==> config.mk <==
export PLATFORM = sky130hd
export DESIGN_NAME = load_image_block_validator_core
export DESIGN_NICKNAME = d
export VERILOG_FILES = /design/src/design/lbv_pkg.sv /design/src/design/lbv_parse.sv /design/src/design/load_image_block_validator_core.sv
export SDC_FILE = /design/constraint.sdc
export NUM_CORES = 1
export LEC_CHECK = 0
export ABC_AREA = 0
export BUFFER_PORTS_ARGS = -buffer_cell sky130_fd_sc_hd__buf_2
export CAP_MARGIN = 20
export CORE_MARGIN = 4
export CORE_UTILIZATION = 63
export CTS_CLUSTER_SIZE = 28
export DETAILED_ROUTE_END_ITERATION = 7
export PLACE_DENSITY = 0.86
export SKIP_LAST_GASP = 1
export SLEW_MARGIN = 40
export SYNTH_ARGS = -nofsm -noshare
export SYNTH_HDL_FRONTEND = slang
export SYNTH_HIERARCHICAL = 1
export SYNTH_SLANG_ARGS = --single-unit
==> constraint.sdc <==
create_clock -name clk -period 6.57 [get_ports clk]
set_input_delay 1.314 -clock clk [delete_from_list [all_inputs] [get_ports clk]]
set_output_delay 1.314 -clock clk [all_outputs]
set_load 0.1 [all_outputs]
==> src/design/lbv_pkg.sv <==
// Shared types, codes and the CRC-16/ARC byte update for the image block validator.
package lbv_pkg;

  localparam int unsigned BYTE_W   = 8;
  localparam int unsigned STATUS_W = 3;
  localparam int unsigned COUNT_W  = 8;
  localparam int unsigned ADDR_W   = 32;
  localparam int unsigned CRC_W    = 16;
  localparam int unsigned IDX_W    = 4;
  localparam int unsigned PHASE_W  = 2;
  localparam int unsigned OUT_W    = 16;  // status + block_count, padded to whole bytes
  localparam int unsigned CFG_IDX_W = 1;

  // Parser phase codes
  localparam logic [PHASE_W-1:0] PH_MARK = 2'd0;
  localparam logic [PHASE_W-1:0] PH_HEAD = 2'd1;
  localparam logic [PHASE_W-1:0] PH_DATA = 2'd2;

  // Verdict codes
  localparam logic [STATUS_W-1:0] ST_VALID     = 3'd0;
  localparam logic [STATUS_W-1:0] ST_HDR_BAD   = 3'd1;
  localparam logic [STATUS_W-1:0] ST_VER_BAD   = 3'd2;
  localparam logic [STATUS_W-1:0] ST_DATA_BAD  = 3'd3;
  localparam logic [STATUS_W-1:0] ST_RANGE_BAD = 3'd4;
  localparam logic [STATUS_W-1:0] ST_TRUNC     = 3'd5;

  // Configuration register indexes
  localparam logic [CFG_IDX_W-1:0] REG_APP_START = 1'd0;
  localparam logic [CFG_IDX_W-1:0] REG_APP_END   = 1'd1;

  // Header layout
  localparam logic [BYTE_W-1:0]  HDR_MARKER   = 8'h48;
  localparam logic [BYTE_W-1:0]  HDR_VERSION  = 8'h01;
  localparam logic [IDX_W-1:0]   IDX_VERSION  = 4'd1;
  localparam logic [IDX_W-1:0]   IDX_DEST_LO  = 4'd2;
  localparam logic [IDX_W-1:0]   IDX_LEN_LO   = 4'd6;
  localparam logic [IDX_W-1:0]   IDX_DCRC_LO  = 4'd12;
  localparam logic [IDX_W-1:0]   IDX_DCRC_HI  = 4'd13;
  localparam logic [IDX_W-1:0]   IDX_HCRC_LO  = 4'd14;
  localparam logic [IDX_W-1:0]   IDX_HCRC_HI  = 4'd15;
  localparam logic [CRC_W-1:0]   CRC_POLY     = 16'hA001;
  localparam logic [COUNT_W-1:0] COUNT_MAX    = 8'hFF;

  typedef struct packed {
    logic                hit;
    logic [STATUS_W-1:0] status;
    logic [COUNT_W-1:0]  count;
  } lbv_result_t;

  typedef struct packed {
    logic [ADDR_W-1:0] app_start;
    logic [ADDR_W-1:0] app_end;
  } lbv_window_t;

  function automatic logic [CRC_W-1:0] crc_arc(input logic [CRC_W-1:0] crc_in,
                                               input logic [BYTE_W-1:0] b);
    logic [CRC_W-1:0] c;
    c = crc_in ^ {{(CRC_W-BYTE_W){1'b0}}, b};
    for (int k = 0; k < BYTE_W; k++) begin
      if (c[0]) c = (c >> 1) ^ CRC_POLY;
      else      c = c >> 1;
    end
    return c;
  endfunction

endpackage

==> src/design/lbv_parse.sv <==
// Header/data parser: one byte per beat, header and data CRC checks, range check, verdict.
module lbv_parse (
  input  logic                       clk,
  input  logic                       rst_n,
  input  logic                       step,
  input  logic [lbv_pkg::BYTE_W-1:0] data_byte,
  input  logic                       first_byte,
  input  logic                       final_byte,
  input  lbv_pkg::lbv_window_t       window,
  output lbv_pkg::lbv_result_t       result
);
  import lbv_pkg::*;

  logic [PHASE_W-1:0]  phase_r, phase_nxt;
  logic [IDX_W-1:0]    idx_r, idx_nxt;
  logic [ADDR_W-1:0]   dest_r, dest_nxt;
  logic [ADDR_W-1:0]   len_r, len_nxt;
  logic [CRC_W-1:0]    dcrc_r, dcrc_nxt;
  logic [CRC_W-1:0]    crc_r, crc_nxt;
  logic [ADDR_W-1:0]   remain_r, remain_nxt;
  logic [COUNT_W-1:0]  blocks_r, blocks_nxt;
  logic                done_r, done_nxt;
  logic [BYTE_W-1:0]   ver_r, ver_nxt;
  logic [BYTE_W-1:0]   hcrc_lo_r, hcrc_lo_nxt;

  logic [PHASE_W-1:0]  ph_cur;
  logic                done_cur;
  logic [COUNT_W-1:0]  blocks_cur;
  logic [CRC_W-1:0]    crc_upd;
  logic [CRC_W-1:0]    fin_crc;
  logic [ADDR_W:0]     range_end;
  logic                range_bad;
  logic [1:0]          byte_sel;
  logic                hit;
  logic [STATUS_W-1:0] status;

  assign ph_cur     = first_byte ? PH_MARK : phase_r;
  assign done_cur   = first_byte ? 1'b0 : done_r;
  assign blocks_cur = first_byte ? '0 : blocks_r;
  assign crc_upd    = crc_arc(crc_r, data_byte);

  // Byte lane inside destination or length; both fields start on a 4-byte step from index 2
  assign byte_sel = idx_r[1:0] - 2'd2;

  // Range sum is one bit wider so it never wraps
  assign range_end = {1'b0, dest_r} + {1'b0, len_r};
  assign range_bad = (dest_r < window.app_start) || (range_end > {1'b0, window.app_end});

  always_comb begin
    phase_nxt   = ph_cur;
    idx_nxt     = idx_r;
    dest_nxt    = dest_r;
    len_nxt     = len_r;
    dcrc_nxt    = dcrc_r;
    crc_nxt     = crc_r;
    remain_nxt  = remain_r;
    blocks_nxt  = blocks_cur;
    done_nxt    = done_cur;
    ver_nxt     = ver_r;
    hcrc_lo_nxt = hcrc_lo_r;
    hit         = 1'b0;
    status      = ST_VALID;
    fin_crc     = crc_upd;

    if (!done_cur) begin
      unique case (ph_cur)
        PH_HEAD: begin
          if (idx_r < IDX_HCRC_LO) crc_nxt = crc_upd;
          if (idx_r == IDX_VERSION) ver_nxt = data_byte;
          if (idx_r >= IDX_DEST_LO && idx_r < IDX_LEN_LO)
            dest_nxt[BYTE_W*byte_sel +: BYTE_W] = data_byte;
          if (idx_r >= IDX_LEN_LO && idx_r < IDX_LEN_LO + 4'd4)
            len_nxt[BYTE_W*byte_sel +: BYTE_W] = data_byte;
          if (idx_r == IDX_DCRC_LO) dcrc_nxt[BYTE_W-1:0] = data_byte;
          if (idx_r == IDX_DCRC_HI) dcrc_nxt[CRC_W-1:BYTE_W] = data_byte;
          if (idx_r == IDX_HCRC_LO) hcrc_lo_nxt = data_byte;

          if (idx_r == IDX_HCRC_HI) begin
            idx_nxt = '0;
            if ({data_byte, hcrc_lo_r} != crc_r) begin
              hit    = 1'b1;
              status = ST_HDR_BAD;
            end else if (ver_r != HDR_VERSION) begin
              hit    = 1'b1;
              status = ST_VER_BAD;
            end else begin
              remain_nxt = len_r;
              crc_nxt    = '0;
              if (len_r == '0) begin
                // Empty data: data CRC of nothing is zero
                fin_crc = '0;
                if (fin_crc != dcrc_r) begin
                  hit    = 1'b1;
                  status = ST_DATA_BAD;
                end else if (range_bad) begin
                  hit    = 1'b1;
                  status = ST_RANGE_BAD;
                end else begin
                  if (blocks_cur != COUNT_MAX) blocks_nxt = blocks_cur + 1'b1;
                  phase_nxt = PH_MARK;
                end
              end else begin
                phase_nxt = PH_DATA;
              end
            end
          end else begin
            idx_nxt = idx_r + 1'b1;
          end
        end
        PH_DATA: begin
          crc_nxt    = crc_upd;
          remain_nxt = remain_r - 1'b1;
          if (remain_r == {{(ADDR_W-1){1'b0}}, 1'b1}) begin
            if (fin_crc != dcrc_r) begin
              hit    = 1'b1;
              status = ST_DATA_BAD;
            end else if (range_bad) begin
              hit    = 1'b1;
              status = ST_RANGE_BAD;
            end else begin
              if (blocks_cur != COUNT_MAX) blocks_nxt = blocks_cur + 1'b1;
              phase_nxt = PH_MARK;
            end
          end
        end
        default: begin
          // Block boundary: a marker opens a header, anything else ends the image
          if (data_byte == HDR_MARKER) begin
            crc_nxt   = crc_arc('0, HDR_MARKER);
            idx_nxt   = IDX_VERSION;
            phase_nxt = PH_HEAD;
          end else begin
            hit    = 1'b1;
            status = ST_VALID;
          end
        end
      endcase

      if (!hit && final_byte) begin
        hit    = 1'b1;
        status = (phase_nxt == PH_MARK) ? ST_VALID : ST_TRUNC;
      end
      if (hit) done_nxt = 1'b1;
    end
  end

  always_ff @(posedge clk) begin
    if (!rst_n) begin
      phase_r  <= PH_MARK;
      idx_r    <= '0;
      blocks_r <= '0;
      done_r   <= 1'b0;
      crc_r    <= '0;
      remain_r <= '0;
    end else if (step) begin
      phase_r  <= phase_nxt;
      idx_r    <= idx_nxt;
      blocks_r <= blocks_nxt;
      done_r   <= done_nxt;
      crc_r    <= crc_nxt;
      remain_r <= remain_nxt;
    end
  end

  always_ff @(posedge clk) begin
    if (step) begin
      dest_r    <= dest_nxt;
      len_r     <= len_nxt;
      dcrc_r    <= dcrc_nxt;
      ver_r     <= ver_nxt;
      hcrc_lo_r <= hcrc_lo_nxt;
    end
  end

  assign result.hit    = step && hit;
  assign result.status = status;
  assign result.count  = blocks_nxt;

endmodule

==> src/design/load_image_block_validator_core.sv <==
// Top level of the image block validator: config registers, parser and result register.
//
// Usage:
//   in_*  : one image byte per beat. in_tdata = data_byte, in_tuser = first_byte
//           (restarts the parser), in_tlast = final_byte (last byte of the region).
//   out_* : one verdict beat per image, out_tdata = {block_count, status}.
//   cfg_* : writes app_start (index 0) or app_end (index 1); always ready.
//           Write only between images or while no verdict is pending.
// Output: the verdict is registered and appears on out_* in the cycle after the byte that decides it.
// Throughput: one byte per cycle while in_tready is high; the byte is parsed, the
//   running header or data CRC advanced and the range checked in the cycle it is
//   accepted, with the verdict captured in a single output register.
// Stall: while a verdict waits and out_tready is low, in_tready drops; it stays
//   high whenever the output register is empty or being drained that cycle.
// Reset: the parser waits for the first marker with zero blocks counted, the
//   output register is empty and both window registers read zero.
module load_image_block_validator_core (
  input  logic                          clk,
  input  logic                          rst_n,
  // Image byte stream
  input  logic                          in_tvalid,
  output logic                          in_tready,
  input  logic [lbv_pkg::BYTE_W-1:0]    in_tdata,   // [7:0] data_byte
  input  logic                          in_tuser,   // [0] first_byte
  input  logic                          in_tlast,   // final_byte
  // Verdict stream
  output logic                          out_tvalid,
  input  logic                          out_tready,
  output logic [lbv_pkg::OUT_W-1:0]     out_tdata,  // [2:0] status, [10:3] block_count, rest 0
  // Configuration writes
  input  logic                          cfg_valid,
  output logic                          cfg_ready,
  input  logic [lbv_pkg::CFG_IDX_W-1:0] cfg_index,
  input  logic [lbv_pkg::ADDR_W-1:0]    cfg_data
);
  import lbv_pkg::*;

  lbv_window_t  window_r;
  lbv_result_t  result;
  logic         step;
  logic         out_valid_r;
  logic [OUT_W-1:0] out_data_r;

  assign cfg_ready = 1'b1;

  always_ff @(posedge clk) begin
    if (!rst_n) begin
      window_r <= '0;
    end else if (cfg_valid) begin
      unique case (cfg_index)
        REG_APP_START: window_r.app_start <= cfg_data;
        REG_APP_END:   window_r.app_end   <= cfg_data;
        default:       window_r           <= window_r;
      endcase
    end
  end

  assign in_tready = !out_valid_r || out_tready;
  assign step      = in_tvalid && in_tready;

  lbv_parse u_parse (
    .clk        (clk),
    .rst_n      (rst_n),
    .step       (step),
    .data_byte  (in_tdata),
    .first_byte (in_tuser),
    .final_byte (in_tlast),
    .window     (window_r),
    .result     (result)
  );

  always_ff @(posedge clk) begin
    if (!rst_n) begin
      out_valid_r <= 1'b0;
    end else if (in_tready) begin
      out_valid_r <= result.hit;
    end
  end

  // Capture a verdict only into a free or draining register
  always_ff @(posedge clk) begin
    if (in_tready && result.hit) begin
      out_data_r <= {{(OUT_W-STATUS_W-COUNT_W){1'b0}}, result.count, result.status};
    end
  end

  assign out_tvalid = out_valid_r;
  assign out_tdata  = out_data_r;

  a_stall_blocks_input : assert property (@(posedge clk) disable iff (!rst_n)
    (out_tvalid && !out_tready) |-> !in_tready)
    else $error("input taken while a verdict is stalled");

  a_verdict_from_beat : assert property (@(posedge clk) disable iff (!rst_n)
    (out_tvalid && !$past(out_tvalid && !out_tready)) |-> $past(in_tvalid && in_tready))
    else $error("verdict appeared without an accepted byte");

  a_status_legal : assert property (@(posedge clk) disable iff (!rst_n)
    out_tvalid |-> (out_tdata[STATUS_W-1:0] <= ST_TRUNC))
    else $error("status code out of range");

endmodule
==> results.md <==
- Status: completed
- First-pass GRT wire length: 56.8 mm
- Dpl hpwl: about 26 mm
- Setup Viol. Count Final: 0
- CP Capture Type: flop
- Die area: 25100 µm²
- Setup WS post-layout: between 0.4 and 0.5 ns
- Fin. max-slew vios: 0
- Final core occ: 71.0%
- XOR/XNOR Fraction of Synth Area: under 10%
- Main synth FF type: dfxtp_1
- Clk_skew: approximately 0.014 ns
- Leakage power: between 5 and 6 nW
- Worst hold start: window_r[40]$_SDFFE_PN0P_
- Finished Cell Area: 15600 µm²
- Synth-to-Final Area Change: 9.74%
- Yosys warns: 6
- CTS root buf: clkbuf_16
- FF-to-FF Start: u_parse/len_r[1]$_DFFE_PP_
- IO Pins: 67
- Placed Area: roughly 15000 µm²
- Slowest CP cell: nor4_1
- Ant. Diodes: 0
- Htree depth: 1
- Power Density: around 220 nW/µm²
- # nets final: 1719
- RSZ-0062 raised after global routing: false
- Clock sinks: about 240
- Cell variety after synth: 84
- Post-route ant nets: 0
- Number of max-cap violations: 0
- Non-filler cells in the finished layout: 1863
- Core region area: roughly 22000 µm²
- CP Data Arrival Time: 6.30 ns
- Slew margin rel.: between 40 and 50%
- Final WL: ~36 mm
- DR vias: 11800
- Placer congestion estimate: a little over 1
- Pre-antenna DRT Iters: 5
- TritonCTS Buffers: 25
- Area leader, netlist: edfxtp_1
- Worst slew pin tran: approximately 0.85 ns
- VDD IR max: approximately 0.22 mV
- TritonCTS clock tree: yes
- # fillers: 1637
- Startpoint types: flop
- Tot GR Track Use: between 20 and 30%
- Post-route DRC violation count: 0
- Asr flop ratio synth: 0%
- Clk Latency, worst-skew pair: ~0.54 ns
- Worst Setup SP: u_parse/len_r[1]$_DFFE_PP_
- Post-synth EDFFs: 107
- Synthesized area: between 10000 and 15000 µm²
- WS Path Type: flop to flop
- Vias per Instance: roughly 6.3
- DRT iter0 DRCs: between 1000 and 1500
- Slowest cell delay on critical path: ~0.57 ns
- Cell Rows: between 50 and 60
- Synth top area share: roughly 23%
- Largest net degree at the start of global routing: 88
- Overall power: between 3 and 4 mW
- Die H: 158 µm
- Seq/Total Area, Yosys: 40.5%
- Placed Cells: approximately 1800
- Initial antenna violation count: 0
- Multiplexer share of the synthesized area: 4.94%
- CP required: between 6 and 7 ns
- DP Worst Slack: between 0.3 and 0.4 ns
- PortBufs: 60
- Routed WL per cell: between 15 and 20 µm
- Synthesized area per cell: 9.35 µm²
- Period utilization: ~93%
- Initial Util: ~65%
- Setup TNS Final: 0 ns
- Yosys reg bits: between 200 and 250
- Clk slew on worst S/H paths: around 0.06 ns
- Combinational family with the most area after synthesis: simple AND/OR/NAND/NOR gates
- Most Frequent Cell on Critical Path: a21oi_1
- CTS max path bufs: 3
- Final hold violation count: 0
- Fmax: around 160 MHz
- GRT overflow: 0
- Period minus WS final: 6.14 ns
- Simple-Gate Fraction of Synth Area: 18.6%
- Max FO, Critical Path: 11
- Ratio of cells with drive above 1 in the final layout: approximately a tenth
- Cells after Synth: roughly 1500
- Synth Area in Adders: a little under a tenth
- Top cells by area, synth: edfxtp_1, dfxtp_1, ha_1, nand2_1, mux2i_1
- Vias in the first global route: 11200
- DIE WIDTH: between 150 and 200 µm
- Hold slack: approximately 0.46 ns
- Min-Delay Path Class: flop to flop
- Compound-cell area share of the yosys netlist: ~15%
timing repair:
item	in CTS	in global routing
gates resized for setup	0	0
setup endpoints to repair	0	14
hold buffers	0	0
setup buffers	0	2
placed cells by master, fill, tap and decap left out, drive strengths merged, types with 6 or more instances in the layout:
cell	instances
clkbuf	29
bufinv	6
o211ai	7
a21o	21
inv	105
ha	106
nor2b	10
and2	47
conb	6
a22oi	20
a31oi	12
nand2b	23
nand4	27
nand3	37
nor4	28
xnor3	8
dfxtp	128
a211oi	17
nand2	185
o21a	10
o22ai	12
buf	75
xor2	18
nor2	94
edfxtp	107
o21ai	66
o221a	6
xnor2	52
mux2i	67
o21bai	6
nor3	40
or3	8
a21oi	97
o2bb2ai	8
and3	13
clkinv	6
final cells by class:
| class | instances | area (µm²) | share of cell area [%] |
|---|---|---|---|
| Multi-Input combinational cell | 1126 | 7800 | 49.9 |
| Sequential cell | 235 | 5780 | 36.9 |
| Clock buffer | 29 | 651 | 4.16 |
| Timing Repair Buffer | 75 | 428 | 2.74 |
| Inverter | 101 | 379 | 2.42 |
| Tap cell | 280 | 350 | 2.24 |
| Clock inverter | 17 | 253 | 1.62 |
sequential cells by signal, indices dropped and copies added (netlist names):
signal and flops:
u_parse/crc_r 16, u_parse/dest_r 32, u_parse/done_r 1, out_tvalid 1
u_parse/ver_r 8, window_r 64, u_parse/hcrc_lo_r 8, out_tdata 11
u_parse/remain_r 32, u_parse/dcrc_r 16, u_parse/idx_r 4, u_parse/blocks_r 8
u_parse/phase_r 2, u_parse/len_r 32
worst paths after layout:
path	endpoint	slack (ns)	cells past startpoint
setup / recovery	out_tdata[4]$_DFFE_PP_	0.43	25
hold / removal	window_r[40]$_SDFFE_PN0P_	0.46	2
setup reg to reg	out_tdata[4]$_DFFE_PP_	0.43	25
hold reg to reg	window_r[40]$_SDFFE_PN0P_	0.46	2
cells in the mapped netlist (38+ instances only):
library cell / count
a21oi_1: 96
and2_1: 47
clkbuf_1: 40
dfxtp_1: 128
edfxtp_1: 107
ha_1: 106
inv_1: 101
mux2i_1: 67
nand2_1: 184
nor2_1: 94
nor3_1: 38
o21ai_0: 59
xnor2_1: 45
worst max-delay path, delay by kind of cell, from the launching register on:
family                   cells  cell delay [ns]
AO/OA/AOI/OAI               13             2.58
XOR/XNOR                     1             0.10
adder cells (fa/ha/maj)      2             0.65
buffers and inverters        2             0.34
flip-flops                   1             0.47
AND/OR/NAND/NOR              7             1.62
routing by layer:
metal / vias to the layer above / track usage (%) / part of all wire, %
li1: 5574 / - / -
met1: 5581 / 38.6 / 42
met2: 511 / 45.2 / 46
met3: 106 / 5.27 / 8.1
met4: 0 / 9.26 / 3.4
met5: - / 0 / 0
where the power goes:
group,internal [mW],switching (mW)
Combinational,0.0916,0.188
Clock,0.951,0.608
Sequential,1.55,0.0148
Total,2.59,0.811
cell families after synthesis:
| family | count (synthesis) |
|---|---|
| simple gates | 537 |
| buf+inv | 167 |
| other cells | 2 |
| mux | 70 |
| flops | 235 |
| compound gates | 327 |
| xor+xnor | 79 |
| fa+ha+maj | 107 |
(Power assumes the default switching activity.)
